$ cat config.mk
export PLATFORM = sky130hd
export DESIGN_NAME = flsa_ctrl
export DESIGN_NICKNAME = d
export VERILOG_FILES = /design/src/flsa_pkg.sv /design/src/flsa_ctrl.sv
export SDC_FILE = /design/constraint.sdc
export NUM_CORES = 1
export LEC_CHECK = 0
export ABC_AREA = 1
export BUFFER_PORTS_ARGS = -buffer_cell sky130_fd_sc_hd__buf_2
export CORE_AREA = 5 5 42 44
export DETAILED_ROUTE_END_ITERATION = 16
export DIE_AREA = 0 0 47 49
export MAX_ROUTING_LAYER = met4
export PLACE_DENSITY_LB_ADDON = 0.2
export SETUP_SLACK_MARGIN = 0.4
export SLEW_MARGIN = 0
export SYNTH_ARGS = -nofsm -noshare
export SYNTH_HDL_FRONTEND = slang
export SYNTH_SLANG_ARGS = --single-unit
$ cat constraint.sdc
create_clock -name clock -period 1.5 [get_ports clock]
set_clock_uncertainty 0.05 [all_clocks]
set_input_delay 0.15 -clock clock [delete_from_list [all_inputs] [get_ports clock]]
set_output_delay 0.15 -clock clock [all_outputs]
set_load 0.05 [all_outputs]
$ cat src/flsa_pkg.sv
// Shared types and constants for the free-list slot allocator.
// No dependencies; imported by every module of the block except flsa_ram.
package flsa_pkg;

   localparam int SLOT_W        = 10;    // slot_index / granted_slot width
   localparam int DATA_W        = 16;    // tdata width, whole bytes
   localparam int NUM_SLOTS_DEF = 1024;

   localparam logic CMD_ALLOC   = 1'b0;
   localparam logic CMD_RELEASE = 1'b1;

   // controller -> datapath
   typedef struct packed {
      logic clear_step;   // write one reset link during the clearing pass
      logic accept;       // input transfer this cycle
      logic pop_finish;   // link read data is back, move the head
   } flsa_cmd_type;

   // datapath -> controller
   typedef struct packed {
      logic clear_last;   // clearing pass writes its final entry
      logic alloc_hit;    // current item is an allocate on a non-empty list
   } flsa_stat_type;

endpackage

$ cat src/flsa_ctrl.sv
// Controller of the slot allocator: clearing pass, accept and pop sequencing,
// result valid. Depends on flsa_pkg.
module flsa_ctrl
   import flsa_pkg::*;
(
   input  logic          clock,
   input  logic          reset,
   input  logic          req_tvalid,
   output logic          req_tready,
   output logic          rsp_tvalid,
   input  logic          rsp_tready,
   input  flsa_stat_type stat,
   output flsa_cmd_type  cmd
);

   typedef enum logic [2:0] {
      ST_CLEAR = 3'b001,
      ST_IDLE  = 3'b010,
      ST_READ  = 3'b100
   } state_type;

   state_type state_ff, state_in;
   logic      rsp_valid_ff, rsp_valid_in;
   logic      out_free;

   assign out_free   = !rsp_valid_ff || rsp_tready;
   assign req_tready = (state_ff == ST_IDLE) && out_free;

   always_comb begin
      cmd.clear_step = (state_ff == ST_CLEAR);
      cmd.accept     = req_tready && req_tvalid;
      cmd.pop_finish = (state_ff == ST_READ);
   end

   always_comb begin
      state_in = state_ff;
      case (state_ff)
         ST_CLEAR: begin
            if (stat.clear_last) begin
               state_in = ST_IDLE;
            end
         end
         ST_IDLE: begin
            if (cmd.accept && stat.alloc_hit) begin
               state_in = ST_READ;
            end
         end
         ST_READ: begin
            state_in = ST_IDLE;
         end
         default: begin
            state_in = ST_CLEAR;
         end
      endcase
   end

   // A pop raises result valid from the ST_READ state; everything else raises it directly at the accept.
   always_comb begin
      if (cmd.pop_finish) begin
         rsp_valid_in = 1'b1;
      end else if (cmd.accept && !stat.alloc_hit) begin
         rsp_valid_in = 1'b1;
      end else if (rsp_tready) begin
         rsp_valid_in = 1'b0;
      end else begin
         rsp_valid_in = rsp_valid_ff;
      end
   end

   always_ff @(posedge clock) begin
      if (reset) begin
         state_ff     <= ST_CLEAR;
         rsp_valid_ff <= 1'b0;
      end else begin
         state_ff     <= state_in;
         rsp_valid_ff <= rsp_valid_in;
      end
   end

   assign rsp_tvalid = rsp_valid_ff;

endmodule

; ---- Yosys cells after proc, flatten, opt, wreduce, memory -nomap -nowiden
; Cells that the tools add are included.
[classes]
n_reduce_logical = 9
mux = 6
n_eq_ne = 5
[op_table]
columns = cell, n
row1 = 3-bit one-hot mux with 3 select lines, 1
row2 = 3-bit two-way mux, 2
row3 = 1-bit logical AND, 4
row4 = "3-bit by 1-bit == test with 1-bit output, second input constant", 1
row5 = "3-bit by 2-bit == test with 1-bit output, second input constant", 1
row6 = "3-bit == test, second input constant", 1
row7 = 1-bit two-way mux, 3
row8 = 3-bit nonzero test, 1
row9 = 1-bit zero test, 2
row10 = "2-bit by 1-bit != test with 1-bit output, second input constant", 1
row11 = "2-bit != test, second input constant", 1
row12 = 2-bit AND reduction, 1
row13 = 1-bit logical OR, 1
[word_totals]
elab_cells = 22
regBits = 4
output_inout_bits = 5

; ---- Depth between registers and ports, before layout
; Gate-level depths: netlist (run 1).
[logic_depth]
ltp_word = 7
ltp_mapped = 6
depth_no_buf = 6

; ---- Least setup slack after synthesis (run 1)
; OpenSTA, ideal clock, no wires.
[synth_path]
path_kind = flip-flop to flip-flop
start = register rsp_valid_ff (netlist: rsp_tvalid)
end = register state_ff[2]
setup_ns = 0.066
arrival_ns = 1.588
n_path_buf = 0
path_slack_ns = -0.205
stages_incl_launch_ff = 6
period_less_slack_ns = 1.705
required_ns = 1.384
cell_sequence = dfxtp_1 -> nand2_1 -> inv_1 -> nor3b_2 -> nand2_1 -> nor2_1
[synth_rtl]
columns = item, line
row1 = from (decl), flsa_ctrl.sv:23  ; logic rsp_valid_ff, rsp_valid_in;
row2 = from (signal assigned), flsa_ctrl.sv:76  ; rsp_valid_ff <= rsp_valid_in;
row3 = to (signal assigned), flsa_ctrl.sv:75  ; state_ff <= state_in;
row4 = to (decl), flsa_ctrl.sv:22  ; state_type state_ff, state_in;

==> impl_metrics.json, run 1 <==
{
  "cp_max_fo": 3,
  "avgSynthCellArea_um2": 7.02,
  "cp_slowest_cell": "dfxtp_4",
  "leakagePower_nw": 0.193,
  "worstSetupPathType": "flop to output pin",
  "r2r_cells": 6,
  "syn-cell-area_um2": 218,
  "cpLargestDelayFamily": "simple AND/OR/NAND/NOR gates",
  "drive_gt1_frac": 0.609,
  "fillers": 162,
  "fin_ws_ps": 140,
  "r2r_slack_ps": 440,
  "drv_slew": 0,
  "place.gp.congestion": 0.696,
  "fin_crit_ps": 1360,
  "fp.dieH_um": 49,
  "place_area_um2": 314,
  "endpoint": "cmd[1]",
  "start_util": 0.155,
  "vias": 266,
  "avgViaCountPerCell": 4.29,
  "io_pins": 11,
  "fmax_mhz": 735,
  "nets": 53,
  "diodes": 0,
  "ys_seq_area_frac": 0.368,
  "drt-total-wl_um": 568,
  "hold_violations": 0,
  "area_growth_pct": 88.5,
  "p_per_area_mw_per_mm2": 1060,
  "cts_tree": "done",
  "fin_util": 0.293,
  "startpoint": "state_ff[0]",
  "peakVddDrop_mv": 0.451,
  "slowest_delay_ps": 360,
  "arrival_ps": 1160,
  "final_cell_mix": "inv_1 (6), buf_2 (6), nor2_1 (4)",
  "grt_max_degree": 5,
  "rsz0062_at_grt": "yes",
  "ctsHoldBuffers": 0,
  "yosys_warnings": 0,
  "dieArea_mm2": 0.00230,
  "h-tree-depth": 1,
  "tightest_slew_ps": 249,
  "ant_nets": 0,
  "grt_overflow": 0,
  "drv_cap": 0,
  "cts.clk_slew.worst_paths_ps": 40,
  "timing.critical_path.buf_inv": 1,
  "antenna_found_initial": 0,
  "row_count": 14,
  "grtUsageTotal": 0.0672,
  "worstSetupPathDepth": 4,
  "max_slew_margin": 0.835,
  "cts_root_buffer": "clkbuf_4",
  "reg2reg_to": "rsp_tvalid",
  "drc": 0,
  "critPathRequiredTime_ps": 1300,
  "tns_ps": 0,
  "core_mm2": 0.00140,
  "clockBufferDepth": 2,
  "synth_seq_cells": 4,
  "drt_iter0_markers": 5,
  "port_buffers": 10,
  "cts_buffers": 3,
  "worstSetupEndpointType": "output pin",
  "syn_inst": 31,
  "die_w_um": 47,
  "post_drt_wl_per_cell_um": 9.16,
  "yosys.cell_types.count": 13,
  "clk_latency_ps": 230,
  "startpoint_type": "flop",
  "final_area_um2": 410,
  "crit_chain": "nor2_4 > nand2_4 > nor3b_4 > buf_6",
  "hp-class": "input pin to flop",
  "grt_pass1_wl_um": 1000,
  "status": "finished clean",
  "syn_nets": 37,
  "post-place-ws_ps": 280,
  "grt_pass1_vias": 248,
  "dr.pass1.iters": 4,
  "setup_viol": 0,
  "holdWs_ps": 49.8,
  "fin_crit_sh": 0.907,
  "cts_sinks": 4,
  "r2r_start": "state_ff[0]",
  "detailed_place_hpwl_um": 451
}
sequential cells by signal, indices dropped and copies added, names as in the netlist:
name,count
state_ff,3
rsp_tvalid,1
routing by layer:
metal	part of all wire	track usage
met5	0	-
met4	0.039	0.0691
met2	0.55	0.0860
met1	0.39	0.0618
met3	0.019	0.0443
how the worst min path moves through the flow:
stage                     cells after the start  start     endpoint
after floorplan                               1  reset   rsp_tvalid
after global placement                        2  reset   rsp_tvalid
after detailed placement                      2  reset   rsp_tvalid
after CTS                                     2  reset  state_ff[2]
after global routing                          2  reset   rsp_tvalid
final                                         2  reset   rsp_tvalid
power by group:
part	switching (mW)	leakage (nW)	total (mW)	internal [mW]
Clock	0.0465	0.0150	0.147	0.100
Sequential	0.0201	0.0345	0.140	0.120
Combinational	0.0902	0.144	0.148	0.0582
Total	0.157	0.193	0.435	0.278
cells in the mapped netlist (all sizes together):
cell type,n,share of area
nor3,1,0.046
nand2,5,0.098
nor3b,1,0.057
nand3,3,0.069
or2,1,0.029
dfxtp,4,0.37
nand3b,1,0.034
inv,7,0.12
a31oi,1,0.029
nor2,6,0.13
a21oi,1,0.023
kinds of logic (layout without fill, tap and decap cells):
family / after synthesis / after routing / share of synthesized area
compound gates: 2 / 2 / 0.0517
flops: 4 / 4 / 0.368
simple gates: 18 / 18 / 0.460
buf+inv: 7 / 22 / 0.121
metrics by stage:
| stage | total power [mW] | instances |
|---|---|---|
| after floorplan | 0.227 | 31 |
| after global placement | 0.259 | 57 |
| after detailed placement | 0.256 | 57 |
| after CTS | 0.429 | 62 |
| after global routing | 0.474 | 62 |
| final | 0.435 | 62 |
what timing repair did:
item / 4_1_cts / 5_1_grt
resized for setup: 8 / 6
setup buffers: 1 / 0
pin swaps: 1 / 0
endpoints found under the hold margin: 0 / 0
setup endpoints to repair: 4 / 6
cell type report:
class	instances	area [um2]	area share
Inverter	7	26.3	0.0640
Timing Repair Buffer	11	91.3	0.223
Multi-Input combinational cell	20	156	0.381
Clock buffer	4	26.3	0.0640
Tap cell	16	20.0	0.0488
Sequential cell	4	90.1	0.220
No activity file was read; power rests on OpenSTA's default activity.
==> run 2: changes to the inputs <==
ABC_AREA = not set   (was 1)
SLEW_MARGIN = 20   (was 0)
==> run 2 against run 1 <==
Effect of this change: count of clock-buffer cells in the layout is 1 lower; sequential cell count did not move; final cell count down 13%; via count shrank 13%.
==> impl_metrics.json, run 2 <==
{
  "status": "finished clean",
  "tightest_slew_ps": 249,
  "grtUsageTotal": 0.0599,
  "cp_slowest_cell": "dfxtp_2",
  "holdWs_ps": 80.0,
  "yosys.cell_types.count": 15,
  "fin_crit_ps": 1410,
  "synth_top_cell_by_area": "dfxtp_1",
  "setup_viol": 0,
  "yosys_warnings": 0,
  "synth_commonest_cells": "dfxtp_1 (4), nand2b_1 (3), a21o_1 (2), nor3b_2 (2)",
  "slowest_delay_ps": 330,
  "place_area_um2": 332,
  "drc": 0,
  "final_area_um2": 427,
  "dr.pass1.iters": 1,
  "leakagePower_nw": 0.173,
  "worstSetupEndpointType": "output pin",
  "die_w_um": 47,
  "place.gp.congestion": 0.726,
  "fin_crit_sh": 0.939,
  "drv_cap": 0,
  "syn-cell-area_um2": 223,
  "detailed_place_hpwl_um": 445,
  "fp.dieH_um": 49,
  "start_util": 0.159,
  "nets": 46,
  "finalPower_uw": 329,
  "arrival_ps": 1210,
  "max_flop_register": "state_ff",
  "h-tree-depth": 1,
  "grt_pass1_wl_um": 876,
  "antenna_found_initial": 0,
  "grt_max_degree": 7,
  "fillers": 162,
  "p_per_area_mw_per_mm2": 771,
  "post_drt_wl_per_cell_um": 10.1,
  "clockBufferDepth": 2,
  "cts_root_buffer": "clkbuf_4",
  "drv_slew": 0,
  "cts_sinks": 4,
  "drt_iter0_markers": 0,
  "diodes": 0,
  "critPathRequiredTime_ps": 1300,
  "synth_top_area_frac": 0.360,
  "crit_chain": "nand2b_4 > nor3b_4 > and2_4 > buf_8",
  "drt-total-wl_um": 546,
  "max_slew_margin": 0.835,
  "synth_edf_count": 0,
  "synthTopCellsByArea": "dfxtp_1 (36%), nor3b_2 (11%), nand2b_1 (8.4%), a21o_1 (6.7%), nand2b_4 (6.2%)",
  "hold_violations": 0,
  "row_count": 14,
  "largest_register_ffs": 3,
  "peakVddDrop_mv": 0.284,
  "ys_seq_area_frac": 0.360,
  "syn_nets": 28,
  "fmax_mhz": 710,
  "cp_max_fo": 3,
  "drive_gt1_frac": 0.789,
  "vias": 232,
  "hp-class": "input pin to flop",
  "io_pins": 11,
  "port_buffers": 10,
  "layout_commonest_cell": "buf_2",
  "area_growth_pct": 91.6,
  "timing.critical_path.buf_inv": 1,
  "grt_pass1_vias": 219,
  "syn_inst": 22,
  "core_mm2": 0.00140,
  "ant_nets": 0,
  "avgViaCountPerCell": 4.30,
  "worstSetupPathType": "flop to output pin",
  "ctsHoldBuffers": 0,
  "async_flop_share": 0,
  "avgSynthCellArea_um2": 10.1,
  "synth_seq_cells": 4,
  "startpoint_type": "flop",
  "grt_overflow": 0,
  "dieArea_mm2": 0.00230,
  "final_cell_mix": "buf_2 (6), nand2b_4 (3), clkbuf_4 (3), buf_8 (3)",
  "cts_buffers": 3,
  "cts_tree": "done",
  "yosysMostFrequentCell": "dfxtp_1",
  "cpLargestDelayFamily": "simple AND/OR/NAND/NOR gates",
  "clk_latency_ps": 240,
  "rsz0062_at_grt": "yes",
  "synthFlopType": "dfxtp_1",
  "cts.clk_slew.worst_paths_ps": 40
}
[run 2: cell count changes after synthesis, sizes merged, moves of 2 or more]
| cell | change |
|---|---|
| nand2 | -4 |
| nand3 | -3 |
| nor2 | -5 |
| inv | -6 |
| nand2b | +4 |
| a21o | +2 |
[run 2: power breakdown]
group / switching (mW) / internal [mW] / leakage, nW
logic: 0.0353 / 0.0359 / 0.125
registers: 0.00789 / 0.110 / 0.0344
clock network: 0.0498 / 0.0899 / 0.0138
[run 2: cell type report]
class	instances	area [um2]	share of cell area
clock buffers	3	22.5	0.0528
inverters	1	7.51	0.0176
multi-input cells	17	174	0.408
flip-flops and latches	4	90.1	0.211
well taps	16	20.0	0.0469
repair buffers	13	113	0.264
[run 2: what timing repair did]
item / in CTS / in global routing
gates cloned: 0 / 0
hold endpoints to repair: 0 / 0
pin swaps: 4 / 3
resized for setup: 12 / 2
endpoints found under the setup margin: 5 / 7
setup buffers: 3 / 0
[run 2: logic make-up (layout without fill, tap and decap cells)]
| group | after synthesis | count (layout) | share of synthesized area |
|---|---|---|---|
| DFF | 4 | 4 | 0.360 |
| and+or+nand+nor | 11 | 11 | 0.393 |
| buffers and inverters | 1 | 17 | 0.0168 |
| AOI/OAI and AO/OA | 6 | 6 | 0.230 |
[run 2: final timing paths]
kind / depth (start not counted) / start / end / slack, ps
worst max-delay path: 4 / state_ff[2] / cmd[1] / 90
worst min-delay path: 2 / reset / state_ff[1] / 80
worst min register to register: 2 / rsp_tvalid / rsp_tvalid / 470
worst max register to register: 4 / state_ff[2] / state_ff[1] / 320
[run 2: routing by layer]
layer | vias up | part of all wire | GRT usage
li1 | 116 | - | -
met3 | 5 | 0.082 | 0.0369
met4 | 0 | 0.042 | 0.0553
met2 | 8 | 0.51 | 0.0792
met1 | 103 | 0.36 | 0.0571
met5 | - | 0 | -
[run 2: worst reg2reg max path, delay by kind of cell, from the launching register on]
kind,cells,cell delay (ps)
compound gates,2,450
flops,1,330
simple gates,1,150
buf+inv,1,120
[run 2: per-stage QoR]
stage	instances	util	setup TNS, ps	setup slack, ps
floorplan	22	-	-53.5	-53.5
global route	54	0.304	0	35.0
finish	54	0.304	0	91.6
global placement	48	0.237	0	227
detailed placement	48	0.237	0	212
CTS	54	0.297	0	69.7
